[config.mk]
export PLATFORM = sky130hd
export DESIGN_NAME = clipped_text_block_renderer
export DESIGN_NICKNAME = d
export VERILOG_FILES = /design/src/sv/crtb_pkg.sv /design/src/sv/crtb_csr.sv /design/src/sv/crtb_step.sv /design/src/sv/clipped_text_block_renderer.sv
export SDC_FILE = /design/constraint.sdc
export NUM_CORES = 1
export LEC_CHECK = 0
export BUFFER_PORTS_ARGS = -buffer_cell sky130_fd_sc_hd__buf_4
export CORE_MARGIN = 8
export CORE_UTILIZATION = 50
export DETAILED_ROUTE_END_ITERATION = 10
export PLACE_DENSITY = 0.68
export SKIP_LAST_GASP = 1
export SLEW_MARGIN = 10
export SYNTH_ARGS = -nofsm -noshare
export SYNTH_HDL_FRONTEND = slang
export SYNTH_SLANG_ARGS = --single-unit
[constraint.sdc]
create_clock -name clock -period 7.05 [get_ports clock]
set_input_delay 0.705 -clock clock [delete_from_list [all_inputs] [get_ports clock]]
set_output_delay 0.705 -clock clock [all_outputs]
set_load 0.01 [all_outputs]
[src/sv/crtb_pkg.sv]
// ----------------------------------------------------------------------------
// crtb_pkg
// shared constants, register indexes and structs of the clipped text block
// renderer
// ----------------------------------------------------------------------------
`default_nettype none

package crtb_pkg;

   // width of the saturating character counter
   localparam int COUNT_BITS = 16;
   // width at which the counter is compared with the limit
   localparam int CMP_BITS = ((COUNT_BITS > 16) ? COUNT_BITS : 16) + 1;

   localparam int CSR_INDEX_BITS = 3;
   localparam int CSR_DATA_BITS  = 17;

   // register indexes
   localparam logic [CSR_INDEX_BITS-1:0] REG_TEXT_WIDTH  = 3'd0;
   localparam logic [CSR_INDEX_BITS-1:0] REG_TEXT_HEIGHT = 3'd1;
   localparam logic [CSR_INDEX_BITS-1:0] REG_ORIGIN_ROW  = 3'd2;
   localparam logic [CSR_INDEX_BITS-1:0] REG_ORIGIN_COL  = 3'd3;
   localparam logic [CSR_INDEX_BITS-1:0] REG_CENTER_MODE = 3'd4;
   localparam logic [CSR_INDEX_BITS-1:0] REG_SCREEN_ROWS = 3'd5;
   localparam logic [CSR_INDEX_BITS-1:0] REG_SCREEN_COLS = 3'd6;
   localparam logic [CSR_INDEX_BITS-1:0] REG_CHAR_LIMIT  = 3'd7;

   // register reset values
   localparam logic [7:0]         RST_TEXT_WIDTH  = 8'd80;
   localparam logic [7:0]         RST_TEXT_HEIGHT = 8'd25;
   localparam logic signed [11:0] RST_ORIGIN_ROW  = 12'sd0;
   localparam logic signed [11:0] RST_ORIGIN_COL  = 12'sd0;
   localparam logic               RST_CENTER_MODE = 1'b0;
   localparam logic [10:0]        RST_SCREEN_ROWS = 11'd25;
   localparam logic [10:0]        RST_SCREEN_COLS = 11'd80;
   localparam logic signed [16:0] RST_CHAR_LIMIT  = -17'sd1;

   // character codes
   localparam logic [7:0] NEWLINE_CODE  = 8'd10;
   localparam logic [7:0] TEXT_END_CODE = 8'd0;

   // largest usable screen dimension
   localparam logic [10:0] SCREEN_MAX = 11'd1024;

   typedef struct packed {
      logic [7:0]         text_width;
      logic [7:0]         text_height;
      logic signed [11:0] origin_row;
      logic signed [11:0] origin_col;
      logic               center_mode;
      logic [10:0]        screen_rows;
      logic [10:0]        screen_cols;
      logic signed [16:0] char_limit;
   } cfg_type;

   typedef struct packed {
      logic [7:0]            row_index;
      logic [7:0]            col_index;
      logic [COUNT_BITS-1:0] chars_counted;
      logic                  stopped;
   } state_type;

   typedef struct packed {
      logic       write_valid;
      logic [9:0] screen_y;
      logic [9:0] screen_x;
      logic [7:0] glyph;
      logic       finished;
   } result_type;

endpackage

`default_nettype wire

[src/sv/crtb_csr.sv]
// ----------------------------------------------------------------------------
// crtb_csr
// configuration registers, written through a plain index/data write port
// ----------------------------------------------------------------------------
`default_nettype none

module crtb_csr (
   input  wire logic                                 clock,
   input  wire logic                                 reset,
   input  wire logic                                 csr_wr_en,
   input  wire logic [crtb_pkg::CSR_INDEX_BITS-1:0]  csr_index,
   input  wire logic [crtb_pkg::CSR_DATA_BITS-1:0]   csr_wdata,
   output crtb_pkg::cfg_type                         cfg
);

   crtb_pkg::cfg_type cfg_ff;
   crtb_pkg::cfg_type cfg_in;

   always_comb begin
      cfg_in = cfg_ff;
      if (csr_wr_en) begin
         unique case (csr_index)
            crtb_pkg::REG_TEXT_WIDTH:  cfg_in.text_width  = csr_wdata[7:0];
            crtb_pkg::REG_TEXT_HEIGHT: cfg_in.text_height = csr_wdata[7:0];
            crtb_pkg::REG_ORIGIN_ROW:  cfg_in.origin_row  = $signed(csr_wdata[11:0]);
            crtb_pkg::REG_ORIGIN_COL:  cfg_in.origin_col  = $signed(csr_wdata[11:0]);
            crtb_pkg::REG_CENTER_MODE: cfg_in.center_mode = csr_wdata[0];
            crtb_pkg::REG_SCREEN_ROWS: cfg_in.screen_rows = csr_wdata[10:0];
            crtb_pkg::REG_SCREEN_COLS: cfg_in.screen_cols = csr_wdata[10:0];
            crtb_pkg::REG_CHAR_LIMIT:  cfg_in.char_limit  = $signed(csr_wdata[16:0]);
         endcase
      end
   end

   always_ff @(posedge clock) begin
      if (reset) begin
         cfg_ff.text_width  <= crtb_pkg::RST_TEXT_WIDTH;
         cfg_ff.text_height <= crtb_pkg::RST_TEXT_HEIGHT;
         cfg_ff.origin_row  <= crtb_pkg::RST_ORIGIN_ROW;
         cfg_ff.origin_col  <= crtb_pkg::RST_ORIGIN_COL;
         cfg_ff.center_mode <= crtb_pkg::RST_CENTER_MODE;
         cfg_ff.screen_rows <= crtb_pkg::RST_SCREEN_ROWS;
         cfg_ff.screen_cols <= crtb_pkg::RST_SCREEN_COLS;
         cfg_ff.char_limit  <= crtb_pkg::RST_CHAR_LIMIT;
      end else begin
         cfg_ff <= cfg_in;
      end
   end

   assign cfg = cfg_ff;

endmodule

`default_nettype wire

[src/sv/crtb_step.sv]
// ----------------------------------------------------------------------------
// crtb_step
// per-character placement: clipping, row/column stepping, count and stop
// ----------------------------------------------------------------------------
`default_nettype none

module crtb_step (
   input  wire crtb_pkg::cfg_type   cfg,
   input  wire crtb_pkg::state_type state,
   input  wire logic                first_char,
   input  wire logic [7:0]          ch,
   output crtb_pkg::state_type      state_next,
   output crtb_pkg::result_type     result
);

   localparam int CB = crtb_pkg::COUNT_BITS;
   localparam int CW = crtb_pkg::CMP_BITS;

   crtb_pkg::state_type st;

   logic [10:0]        eff_rows;
   logic [10:0]        eff_cols;
   logic signed [12:0] top_row;
   logic signed [12:0] left_col;
   logic [7:0]         row_inc;
   logic signed [13:0] cur_y;
   logic signed [13:0] next_y;
   logic signed [13:0] cur_x;
   logic               cur_end;
   logic               next_end;
   logic               limit_hit;
   logic [CB-1:0]      count_inc;
   logic               is_newline;

   // a new block starts from cleared state
   assign st = first_char ? '0 : state;

   assign eff_rows = (cfg.screen_rows > crtb_pkg::SCREEN_MAX) ? crtb_pkg::SCREEN_MAX
                                                               : cfg.screen_rows;
   assign eff_cols = (cfg.screen_cols > crtb_pkg::SCREEN_MAX) ? crtb_pkg::SCREEN_MAX
                                                               : cfg.screen_cols;

   assign top_row  = cfg.center_mode
                     ? ($signed({cfg.origin_row[11], cfg.origin_row})
                        - $signed({6'b0, cfg.text_height[7:1]}))
                     : $signed({cfg.origin_row[11], cfg.origin_row});
   assign left_col = cfg.center_mode
                     ? ($signed({cfg.origin_col[11], cfg.origin_col})
                        - $signed({6'b0, cfg.text_width[7:1]}))
                     : $signed({cfg.origin_col[11], cfg.origin_col});

   assign row_inc = st.row_index + 8'd1;
   assign cur_y   = $signed({top_row[12], top_row}) + $signed({6'b0, st.row_index});
   assign next_y  = $signed({top_row[12], top_row}) + $signed({6'b0, row_inc});
   assign cur_x   = $signed({left_col[12], left_col}) + $signed({6'b0, st.col_index});

   assign cur_end  = (st.row_index >= cfg.text_height)
                     || (cur_y >= $signed({3'b0, eff_rows}));
   assign next_end = (row_inc >= cfg.text_height)
                     || (next_y >= $signed({3'b0, eff_rows}));

   assign limit_hit = !cfg.char_limit[16]
                      && ({{(CW-CB){1'b0}}, st.chars_counted}
                          >= {{(CW-16){1'b0}}, cfg.char_limit[15:0]});

   // saturating count
   assign count_inc = (&st.chars_counted) ? st.chars_counted
                                          : st.chars_counted + {{(CB-1){1'b0}}, 1'b1};

   assign is_newline = (ch == crtb_pkg::NEWLINE_CODE);

   always_comb begin
      state_next = st;
      result     = '0;
      if (!st.stopped) begin
         priority if ((cfg.text_width == 8'd0) || (cfg.text_height == 8'd0)
                      || (ch == crtb_pkg::TEXT_END_CODE) || cur_end) begin
            state_next.stopped = 1'b1;
         end else if (cur_y < 14'sd0) begin
            // row above the screen: consumed, not drawn, limit does not stop
            if (!limit_hit) begin
               state_next.chars_counted = count_inc;
            end
            if (is_newline) begin
               state_next.row_index = row_inc;
               state_next.col_index = 8'd0;
               if (next_end) begin
                  state_next.stopped = 1'b1;
               end
            end
         end else if (limit_hit) begin
            state_next.stopped = 1'b1;
         end else if (is_newline) begin
            state_next.chars_counted = count_inc;
            state_next.row_index     = row_inc;
            state_next.col_index     = 8'd0;
            if (next_end) begin
               state_next.stopped = 1'b1;
            end
         end else begin
            if (st.col_index < cfg.text_width) begin
               if ((cur_x >= 14'sd0) && (cur_x < $signed({3'b0, eff_cols}))) begin
                  result.write_valid = 1'b1;
                  result.screen_y    = cur_y[9:0];
                  result.screen_x    = cur_x[9:0];
                  result.glyph       = ch;
               end
               state_next.col_index = st.col_index + 8'd1;
            end
            state_next.chars_counted = count_inc;
         end
      end
      result.finished = state_next.stopped;
   end

endmodule

`default_nettype wire

[src/sv/clipped_text_block_renderer.sv]
// ----------------------------------------------------------------------------
// clipped_text_block_renderer
// turns a streamed text block into clipped character-cell writes
// ----------------------------------------------------------------------------
// Each request carries one text byte (and a first_char flag that starts a new
// block) and produces exactly one response: a cell write (row, column, glyph)
// when the byte lands on screen, or an empty write, plus the finished flag.
// The block takes one request per clock and keeps that rate as long as
// responses are taken every cycle; a request passes through the input
// register and then the response register, and its response is presented
// once the request has moved into the response register. Between those
// registers sits the single placement step, which reads and updates the
// row, column, count and stop state in the same cycle.
// Configuration registers are to be written through the csr port only
// while no request is in flight, which the block itself does not enforce;
// they take effect for the next request.
`default_nettype none

module clipped_text_block_renderer (
   input  wire logic                                clock,
   input  wire logic                                reset,
   // request channel
   input  wire logic                                req_valid,
   output      logic                                req_stall,
   input  wire logic                                req_first_char,
   input  wire logic [7:0]                          req_ch,
   // response channel
   output      logic                                rsp_valid,
   input  wire logic                                rsp_stall,
   output      logic                                rsp_write_valid,
   output      logic [9:0]                          rsp_screen_y,
   output      logic [9:0]                          rsp_screen_x,
   output      logic [7:0]                          rsp_glyph,
   output      logic                                rsp_finished,
   // configuration write port
   input  wire logic                                csr_wr_en,
   input  wire logic [crtb_pkg::CSR_INDEX_BITS-1:0] csr_index,
   input  wire logic [crtb_pkg::CSR_DATA_BITS-1:0]  csr_wdata
);

   crtb_pkg::cfg_type    cfg;
   crtb_pkg::state_type  state_ff;
   crtb_pkg::state_type  state_in;
   crtb_pkg::result_type step_result;
   crtb_pkg::result_type rsp_ff;

   // input register
   logic       in_valid_ff;
   logic       in_valid_in;
   logic       in_first_ff;
   logic [7:0] in_ch_ff;

   // response register valid
   logic       rsp_valid_ff;
   logic       rsp_valid_in;

   logic       req_take;
   logic       advance;

   crtb_csr u_csr (
      .clock     (clock),
      .reset     (reset),
      .csr_wr_en (csr_wr_en),
      .csr_index (csr_index),
      .csr_wdata (csr_wdata),
      .cfg       (cfg)
   );

   crtb_step u_step (
      .cfg        (cfg),
      .state      (state_ff),
      .first_char (in_first_ff),
      .ch         (in_ch_ff),
      .state_next (state_in),
      .result     (step_result)
   );

   // the held request moves on when the response slot is free or draining
   assign advance   = in_valid_ff && (!rsp_valid_ff || !rsp_stall);
   assign req_stall = in_valid_ff && !advance;
   assign req_take  = req_valid && !req_stall;

   always_comb begin
      in_valid_in = in_valid_ff;
      if (req_take) begin
         in_valid_in = 1'b1;
      end else if (advance) begin
         in_valid_in = 1'b0;
      end
   end

   always_comb begin
      rsp_valid_in = rsp_valid_ff;
      if (advance) begin
         rsp_valid_in = 1'b1;
      end else if (!rsp_stall) begin
         rsp_valid_in = 1'b0;
      end
   end

   // control state
   always_ff @(posedge clock) begin
      if (reset) begin
         in_valid_ff  <= 1'b0;
         rsp_valid_ff <= 1'b0;
         state_ff     <= '0;
      end else begin
         in_valid_ff  <= in_valid_in;
         rsp_valid_ff <= rsp_valid_in;
         if (advance) begin
            state_ff <= state_in;
         end
      end
   end

   // payload registers
   always_ff @(posedge clock) begin
      if (req_take) begin
         in_first_ff <= req_first_char;
         in_ch_ff    <= req_ch;
      end
      if (advance) begin
         rsp_ff <= step_result;
      end
   end

   assign rsp_valid       = rsp_valid_ff;
   assign rsp_write_valid = rsp_ff.write_valid;
   assign rsp_screen_y    = rsp_ff.screen_y;
   assign rsp_screen_x    = rsp_ff.screen_x;
   assign rsp_glyph       = rsp_ff.glyph;
   assign rsp_finished    = rsp_ff.finished;

endmodule

`default_nettype wire

==> results.md, run 1 <==
- Minimum clock period: 6060 ps
- Gr usage total: 0.221
- Fin crit share: 0.859
- DPL Wire Length: 21700 um
- DRT Pass-1 Iters: 5
- HP Class: primary input to register
- Total power: 2.19 mW
- Max Slew Vio Count: 0
- Grt ovf: 0
- Status: finished, final reports clean
- CTS Hold Bufs: 0
- Worst R2R Setup Slack: 990 ps
- DRT iter0 DRCs: 792
- Switch share: 0.279
- Net Count, Synth: 1417
- CP cell instances: inv_1, ha_1, a211oi_1, nor2_1, a2111oi_0, xor2_1, ha_1, or3_1, o31ai_1, nor3_1, xnor2_1, ha_1, nand4_1, nor2_1, a221oi_1, a21oi_1, or3_1, a31o_2, a32o_1
- Drt drc: 0
- Crit path top cell by count: ha_1
- Max Clock Skew: 11.8 ps
- DR vias/cell: 5.82
- Row count: 53
- CP peak stage delay: 730 ps
- Share of cells above drive strength 1: 0.111
- Highest-count cells in the layout ignoring fill and taps: nand2_1, a21oi_1, dfxtp_1
- Post_cts resized: 0
- Port bufs: 65
- First-pass GRT wire length: 45900 um
- DIE AREA: 0.0260 mm2
- Commonest non-fill, non-tap cell in the layout: nand2_1
- Final core occ: 0.567
- # Post-CTS Setup Buffers: 0
- Worst Max-Slew Pin Slew: 1180 ps
- Post-Syn Area: 0.0106 mm2
- Vias in the first global route: 8781
- Sequential element share of the synthesized area: 0.329
- Die X: 161 um
- MaxCap Viol Count: 0
- CP max-delay cell: a221oi_1
- Crit Path Category: register to register
- Number of synthesized flops with an enable pin: 39
- Pin count of the biggest net entering global routing: 47
- Met2 Resource Use GR: 0.358
- CTS tree: built
- Final nets: 1458
- Final Hold Viols: 0
- Async set or reset register ratio after synthesis: 0
- Relative slew slack: 0.213
- Worst VDD drop: 143 uV
- Worst-path maximum fanout: 11
- Clock share of power: 0.423
- Die height: 161 um
- Clock sink count: 154
- Antenna Cells: 0
- RSZ-0062 raised after global routing: false
- Most used DFF post-synth: dfxtp_1
- Gr busiest metal: met2
- Post-synthesis cell count: 1265
- Power Dens Cells: 185 mW/mm2
- CP endpoint kind: register
- Combinational power share: 0.142
- Routing usage on met3: 0.0468
- Synth Register Bits: 154
- Initial Util: 0.506
- Core Box Area: 0.0209 mm2
- Met1 GRT Util: 0.283
- CTS clk-pin slew, worst paths: 70 ps
- Worst skew pair latency: 440 ps
- Number of distinct library cells after synthesis: 79
- Switch Pwr: 0.611 mW
- Fmax: 165 MHz
- Setup TNS: 0 ps
- CTS root buf: clkbuf_16
- WL final: 28800 um
- Int Pwr: 1.58 mW
- Initial antenna violation count: 0
- WL per Instance: 18.1 um
- # IOs: 66
- Critical Path RT: 7380 ps
- Startpoint types: register
- H-tree depth: 4
- Via count: 9271
- Register share of total power: 0.435
- Filler instances: 1874
- Leak: 5.01 nW
- GPL Wtd Cong: 0.929
- Clock Path Buffers: 2
- Yosys warnings: 0
- Layout area overhead: 12.0%
- Syn_area_per_cell: 8.35 um2
- Crit path DAT: 6390 ps
- TritonCTS Buffers: 17
- Final setup viols: 0
- Post-route ant nets: 0
[cells by family after synthesis]
| logic type | after synthesis | share of synthesized area |
|---|---|---|
| compound gates | 309 | 0.191 |
| xor+xnor | 50 | 0.0414 |
| fa+ha+maj | 118 | 0.143 |
| buf+inv | 127 | 0.0476 |
| flops | 154 | 0.329 |
| mux | 13 | 0.0135 |
| simple gates | 494 | 0.234 |
[power by group through the flow]
stage	logic [mW]	registers, mW	clock network (mW)
after CTS	0.310	0.955	0.933
after global placement	0.303	0.974	0
final	0.311	0.955	0.929
after global routing	0.343	0.957	0.970
after detailed placement	0.308	0.974	0
after floorplan	0.206	0.975	0
[cell type report]
class	count	area [um2]	area share
Clock buffer	18	439	0.0371
Multi-Input combinational cell	984	6600	0.558
Inverter	76	285	0.0241
Timing Repair Buffer	73	548	0.0463
Clock inverter	14	148	0.0125
Tap cell	275	344	0.0291
Sequential cell	154	3470	0.293
[cells in the mapped netlist (14+ instances only)]
library cell / instances / area share
a21o_1: 34 / 0.024
a21oi_1: 121 / 0.057
clkbuf_1: 36 / 0.013
dfxtp_1: 115 / 0.22
edfxtp_1: 39 / 0.11
ha_1: 113 / 0.13
inv_1: 72 / 0.026
nand2_1: 221 / 0.079
nand2b_1: 15 / 0.0089
nand3_1: 37 / 0.018
nor2_1: 59 / 0.021
nor2b_1: 44 / 0.026
nor3_1: 20 / 0.0095
o211ai_1: 27 / 0.019
o21ai_0: 34 / 0.016
xnor2_1: 36 / 0.030
xor2_1: 14 / 0.012
[metal layers]
| layer | routed length (um) | part of all wire |
|---|---|---|
| met1 | 12800 | 0.44 |
| met2 | 13100 | 0.46 |
| met3 | 1830 | 0.063 |
| met4 | 1050 | 0.037 |
| met5 | 0 | 0 |
[registers in the layout, summed over array words and instances (netlist names), 8 cells and up]
register and count:
u_csr.cfg 80, rsp_screen_y 10, state_ff 33, rsp_glyph 8, rsp_screen_x 10, in_ch_ff 8
[through the flow]
| stage | cell area, um2 | hold WS [ps] | setup WS (ps) | instances |
|---|---|---|---|---|
| floorplan | 10600 | 432 | 2030 | 1265 |
| global placement | 11200 | 440 | 1280 | 1562 |
| detailed placement | 11200 | 447 | 1140 | 1562 |
| CTS | 11800 | 436 | 1120 | 1594 |
| global route | 11800 | 427 | 514 | 1594 |
| finish | 11800 | 443 | 991 | 1594 |
[final timing paths]
check / startpoint / endpoint / cells after the start
max: u_csr.cfg[69] / state_ff[20] / 19
min: req_ch[1] / in_ch_ff[1] / 1
max reg2reg: u_csr.cfg[69] / state_ff[20] / 19
min reg2reg: u_csr.cfg[29] / u_csr.cfg[29] / 2
[worst max-delay path: cells and delay by family, from the launching register on]
family	cells	cell delay (ps)
AO/OA/AOI/OAI	7	2840
AND/OR/NAND/NOR	6	1350
adder cells (fa/ha/maj)	3	930
flip-flops	1	350
XOR/XNOR	2	350
buffers and inverters	1	90
Note: power is estimated with default switching activity, not from simulation.
==> run 2: changes to the inputs <==
ABC_AREA = 1   (was default)
==> run 2 against run 1 <==
Net effect: largest cell class unchanged; combinational power grew 39%; maximum frequency grew 14%; total power grew 4.5%; sequential share of layout area shrank 0.42 points; first-iteration DRC count shrank 15%; largest power group unchanged.
==> results.md, run 2 <==
- DR vias/cell: 5.39 (-7.2%)
- Clock share of power: 0.388 (-0.035)
- Port bufs: 65 (unchanged)
- Grt ovf: 0 (unchanged)
- Min Hold Slack: 444 ps (+0.379 ps)
- Minimum clock period: 5320 ps (-735 ps)
- CTS Hold Bufs: 0 (unchanged)
- FF/Latch Area: 0.00347 mm2 (unchanged)
- Power Dens Cells: 191 mW/mm2 (+3.0%)
- DP Area: 0.0114 mm2 (+1.8%)
- Relative slew slack: 0.238 (+0.0252)
- First-pass GRT wire length: 47500 um (+3.5%)
- Via count: 9948 (+7.3%)
- Post-synthesis cell count: 1507 (+19%)
- Filler instances: 2050 (+9.4%)
- Layout area overhead: 11.7%
- CTS clk-pin slew, worst paths: 70 ps (about the same)
- Die X: 163 um (+0.81%)
- Row count: 53 (unchanged)
- Design area: 0.0120 mm2 (+1.4%)
- Int Pwr: 1.59 mW (+0.37%)
- Area of the multi-input gates: 0.00628 mm2 (-4.9%)
- Crit path DAT: 5640 ps (-750 ps)
- Antenna Cells: 0 (unchanged)
- Sequential element share of the synthesized area: 0.323 (-0.00581)
- Worst Max-Slew Pin Slew: 1130 ps (-46.0 ps)
- Core Box Area: 0.0211 mm2 (+0.95%)
- Die height: 163 um (+0.81%)
- Fmax: 188 MHz (+14%)
- Register share of total power: 0.423 (-0.012)
- DRT iter0 DRCs: 676 (-15%)
- Clock Path Buffers: 2 (unchanged)
- Highest-count cells in the layout ignoring fill and taps: nand2_1, inv_1, nor2_1
- Number of distinct library cells after synthesis: 48 (-39%)
- Share of cells above drive strength 1: 0.0911 (-0.0195)
- CTS tree: built
- Critical Path RT: 7370 ps (about the same)
- Leading area contributor after synthesis: dfxtp_1
- # Post-CTS Setup Buffers: 0 (unchanged)
- Leak: 5.68 nW (+13%)
- DIE AREA: 0.0265 mm2 (+1.6%)
- CP endpoint kind: register
- Post_cts resized: 0 (unchanged)
- Setup TNS: 0 ps (unchanged)
- Final setup viols: 0 (unchanged)
- Clock sink count: 154 (unchanged)
- DPL Wire Length: 22300 um (+2.8%)
- Vias in the first global route: 9380 (+6.8%)
- Final nets: 1708 (+17%)
- Synth top cells by count: nand2_1, inv_1, nor2_1
- Final core occ: 0.570 (+0.00278)
- Cell depth of the worst flop-to-flop path: 22 (+3)
- RSZ-0062 raised after global routing: false
- Switch Pwr: 0.703 mW (+15%)
- CTS root buf: clkbuf_16
- Initial Util: 0.510 (+0.00425)
- Most numerous cell in the Yosys netlist: nand2_1
- Pin count of the biggest net entering global routing: 86 (+83%)
- Status: finished, final reports clean
- Syn_area_per_cell: 7.14 um2 (-15%)
- Area share of the largest cell type after synthesis: 0.214 (-0.00385)
- Crit Path Category: register to register
- Number of synthesized flops with an enable pin: 39 (unchanged)
- GPL Wtd Cong: 0.911 (-1.9%)
- Gr usage total: 0.224 (+0.00277)
- Switch share: 0.307 (+0.0282)
- # IOs: 66 (unchanged)
- Worst skew pair latency: 430 ps (about the same)
- Combinational power share: 0.188 (+0.046)
- Fin crit share: 0.755 (-0.104)
- Max reg flops: 80 (unchanged)
- Post-route ant nets: 0 (unchanged)
- Drt drc: 0 (unchanged)
- Max Clock Skew: 13.0 ps (+1.26 ps)
- Net Count, Synth: 1659 (+17%)
- Commonest non-fill, non-tap cell in the layout: nand2_1
- Min-Delay Path Depth: 1 (unchanged)
- Max Slew Vio Count: 0 (unchanged)
- Top cells by area, synth: dfxtp_1, ha_1, edfxtp_1
- WL per Instance: 15.9 um (-12%)
- WL final: 29400 um (+1.8%)
- Startpoint types: register
- Final Hold Viols: 0 (unchanged)
- TritonCTS Buffers: 17 (unchanged)
- Worst-path maximum fanout: 25 (+14)
- MaxCap Viol Count: 0 (unchanged)
- Yosys warnings: 0 (unchanged)
- Initial antenna violation count: 0 (unchanged)
- Post-Syn Area: 0.0108 mm2 (+1.8%)
- Layout Cells excl Fill: 1844 (+16%)
- HP Class: primary input to register
- Most used DFF post-synth: dfxtp_1
- Async set or reset register ratio after synthesis: 0 (unchanged)
- DRT Pass-1 Iters: 5 (unchanged)
- Placed Cells: 1812 (+16%)
- H-tree depth: 4 (unchanged)
- Synth Register Bits: 154 (unchanged)
- Worst VDD drop: 164 uV (+14%)
## run 2: cell count changes after synthesis, sizes merged, moves of 20 or more
| cell | previous run | this run |
|---|---|---|
| inv | 73 | 224 |
| a21oi | 121 | 141 |
| nand2 | 222 | 270 |
| nor2 | 59 | 196 |
| o211ai | 28 | 6 |
| xnor2 | 36 | 15 |
| a21o | 34 | 3 |
| o21ai | 39 | 154 |
| nor2b | 44 | 0 |
| nand3 | 37 | 62 |
## run 2: per-stage QoR
step	setup WS (ps)	total power, mW
3_5_place_dp	1880	1.42
4_1_cts	1860	2.30
6_report	1730	2.29
2_1_floorplan	2680	1.29
5_1_grt	1110	2.40
3_3_place_gp	1990	1.41
## run 2: metal layers
metal  GRT usage  routed length [um]  vias to the layer above
li1            -                   -                     5066
met1       0.286               13300                     4565
met2       0.372               13600                      260
met3      0.0397                1620                       57
met4      0.0863                 916                        0
met5           0                   0                        -
## run 2: area by class of cell
cell class                      count  area share
Tap cell                          275      0.0286
Clock inverter                     13     0.00990
Inverter                          226      0.0708
Clock buffer                       19      0.0369
Multi-Input combinational cell   1090       0.523
Timing Repair Buffer               67      0.0419
Sequential cell                   154       0.289
## run 2: final timing paths
check	from	to	slack [ps]
worst min-delay path	req_ch[3]	in_ch_ff[3]	440
worst max register to register	in_first_ff	state_ff[27]	1730
worst min register to register	state_ff[30]	state_ff[30]	470
worst max-delay path	in_first_ff	state_ff[27]	1730
## run 2: cell families after synthesis
logic type	synth area share
and+or+nand+nor	0.242
AOI/OAI and AO/OA	0.167
buffers and inverters	0.0945
DFF	0.323
adders and majority gates	0.141
xor gates and xnor gates	0.0334
## run 2: power by group through the flow
stage | Combinational [mW] | Clock, mW | Sequential (mW)
floorplan | 0.300 | 0 | 0.988
global placement | 0.421 | 0 | 0.989
detailed placement | 0.429 | 0 | 0.990
CTS | 0.432 | 0.901 | 0.971
global route | 0.489 | 0.937 | 0.975
finish | 0.432 | 0.890 | 0.971
## run 2: critical path: stages, from the launching register on
cell	delay (ps)
edfxtp_1	920
inv_1	500
nand2_1	260
inv_1	110
ha_1	360
nand2_1	60
o21ai_0	470
a21oi_1	140
o21bai_1	190
xor2_1	210
inv_1	60
ha_1	190
a21oi_1	130
o21ai_0	80
a21o_1	170
a21oi_1	120
nand3_1	100
nand2_2	170
nand4_1	440
nor2_1	290
nand3_1	100
nand2_1	90
nor2_1	40
==> run 3: changes to the inputs <==
PLACE_DENSITY = 0.7   (was 0.68)
clock period = 4.6 ns   (was 7.05 ns; I/O delays follow)
==> run 3 against run 2 <==
Net effect: via count up 4.2%; sequential power increased by 53%; flip-flop and latch count did not move; hold slack worse by 240 ps; die area unchanged; total power rose by 71%; setup slack got worse by 1600 ps; critical path depth up 5; clock skew hardly changed; register-to-register slack worse by 1600 ps; non-clock buffer count up 60.
==> results.md, run 3 (synthesis results as in run 2) <==
- Drt drc: 0 (unchanged)
- DIE AREA: 0.0265 mm2 (unchanged)
- Grt ovf: 0 (unchanged)
- Leak: 6.13 nW (+8.0%)
- Min-Delay Path Depth: 1 (unchanged)
- Startpoint types: register
- Gr usage total: 0.225 (+0.000643)
- Area of the multi-input gates: 0.00684 mm2 (+8.9%)
- Minimum clock period: 4450 ps (-873 ps)
- Vias in the first global route: 9629 (+2.7%)
- Clock sink count: 154 (unchanged)
- Initial antenna violation count: 0 (unchanged)
- Worst Hold Launch: req_ch[7]
- Reg-to-Reg Start: u_csr.cfg[52]
- CTS clk-pin slew, worst paths: 70 ps (about the same)
- Relative slew slack: 0.275 (+0.0373)
- Max Clock Skew: 12.6 ps (-0.400 ps)
- # IOs: 66 (unchanged)
- Initial Util: 0.510 (unchanged)
- Die X: 163 um (unchanged)
- Worst VDD drop: 240 uV (+46%)
- Total power: 3.92 mW (+71%)
- Die height: 163 um (unchanged)
- Final core occ: 0.626 (+0.0565)
- Layout area overhead: 22.7%
- Filler instances: 1872 (-8.7%)
- CTS tree: built
- RSZ-0062 raised after global routing: true
- CP endpoint kind: register
- Worst R2R Setup Slack: 150 ps (-1580 ps)
- Worst-path maximum fanout: 8 (-68%)
- Setup TNS: 0 ps (unchanged)
- Power Dens Cells: 297 mW/mm2 (+55%)
- Worst Max-Slew Pin Slew: 1090 ps (-47.6 ps)
- WL final: 30800 um (+5.0%)
- CTS root buf: clkbuf_16
- Final Hold Viols: 0 (unchanged)
- H-tree depth: 4 (unchanged)
- Fin crit share: 0.968 (+0.212)
- DPL Wire Length: 22300 um (about the same)
- Max Slew Vio Count: 0 (unchanged)
- Via count: 10400 (+4.2%)
- Antenna Cells: 0 (unchanged)
- GPL Wtd Cong: 0.910 (-0.14%)
- Reg2reg end: rsp_screen_x[0]
- MaxCap Viol Count: 0 (unchanged)
- WL per Instance: 16.2 um (+1.6%)
- HP Class: primary input to register
- CP peak stage delay: 390 ps (-530 ps)
- Fmax: 225 MHz (+20%)
- Cell depth of the worst flop-to-flop path: 27 (+23%)
- Share of cells above drive strength 1: 0.189 (+0.0976)
- Status: finished, final reports clean
- DRT iter0 DRCs: 688 (+1.8%)
- FF/Latch Area: 0.00348 mm2 (+0.25%)
- Hold Path End: in_ch_ff[7]
- First-pass GRT wire length: 47900 um (+0.77%)
- Clock Path Buffers: 2 (unchanged)
- Max reg flops: 80 (unchanged)
- Commonest non-fill, non-tap cell in the layout: nand2_1
- Post-route worst setup slack: 149 ps (-1580 ps)
- Placed Cells: 1856 (+2.4%)
- DR vias/cell: 5.44 (+0.76%)
- Final nets: 1771 (+3.7%)
- Core Box Area: 0.0211 mm2 (unchanged)
- Crit Path Category: register to register
- Pin count of the biggest net entering global routing: 58 (-33%)
- Crit path DAT: 4740 ps (-900 ps)
- CP max-delay cell: fa_2
- DRT Pass-1 Iters: 7 (+2)
- Critical Path RT: 4890 ps (-2480 ps)
- TritonCTS Buffers: 17 (unchanged)
- Worst skew pair latency: 430 ps (about the same)
- Row count: 53 (unchanged)
- Port bufs: 65 (unchanged)
- Post-route ant nets: 0 (unchanged)
- Highest-count cells in the layout ignoring fill and taps: nand2_1, inv_1, nor2_1
- Layout Cells excl Fill: 1907 (+3.4%)
- Final setup viols: 0 (unchanged)
- Pre-CTS WS: -90.6 ps (-1970 ps)
-- run 3: cell types whose count changed in the layout (fill, tap and decap cells not counted), sizes merged --
cell and change:
clkbuf +2, buf +60, clkinvlp -2, bufinv +3, clkinv +1, inv -1
-- run 3: worst max-delay path: cells and delay by family, from the launching register on --
family / cells / cell delay, ps
flip-flops: 1 / 320
AO/OA/AOI/OAI: 8 / 1070
adder cells (fa/ha/maj): 4 / 1070
XOR/XNOR: 2 / 320
buffers and inverters: 4 / 400
AND/OR/NAND/NOR: 9 / 1120
-- run 3: worst max-delay path by stage --
stage / startpoint / endpoint / slack, ps / depth (start not counted)
after floorplan: in_first_ff / rsp_finished / 230 / 32
after global placement: u_csr.cfg[52] / state_ff[4] / 70 / 26
after detailed placement: u_csr.cfg[52] / state_ff[4] / -90 / 28
after CTS: u_csr.cfg[52] / state_ff[4] / 4 / 26
after global routing: u_csr.cfg[40] / rsp_screen_x[0] / -130 / 30
final: u_csr.cfg[52] / rsp_screen_x[0] / 150 / 27
-- run 3: metrics by stage --
step                      hold slack [ps]  area, um2
after detailed placement              460      11800
after CTS                             195      12400
after global placement                452      11800
after floorplan                       444      10800
after global routing                  190      13200
final                                 207      13200
-- run 3: per-layer routing --
metal	global-route usage	vias to the layer above	share of wire
met4	0.0834	0	0.033
met1	0.274	4766	0.42
met3	0.0442	62	0.070
met2	0.386	333	0.48
li1	-	5205	-
met5	0	-	0
-- run 3: final cells by class --
| class | count | area share |
|---|---|---|
| clock buffer | 21 | 0.0366 |
| clock inverter | 11 | 0.0125 |
| inverter | 226 | 0.0652 |
| multi-input combinational | 1090 | 0.518 |
| sequential | 154 | 0.264 |
| tap | 275 | 0.0261 |
| timing repair buffer | 127 | 0.0740 |
| timing repair inverter | 3 | 0.00398 |
-- run 3: what timing repair did --
action                     CTS  global route
pin swaps                    0            48
hold buffers                 0             0
gates cloned                 0             3
buffers inserted             0            16
setup endpoints to repair   45            63
resized for setup            3           157
-- run 3: power breakdown --
| group | internal [mW] | leakage, nW | switching, mW |
|---|---|---|---|
| Sequential | 1.45 | 1.32 | 0.0314 |
| Clock | 0.972 | 0.319 | 0.579 |
| Combinational | 0.331 | 4.49 | 0.549 |
| Total | 2.76 | 6.13 | 1.16 |
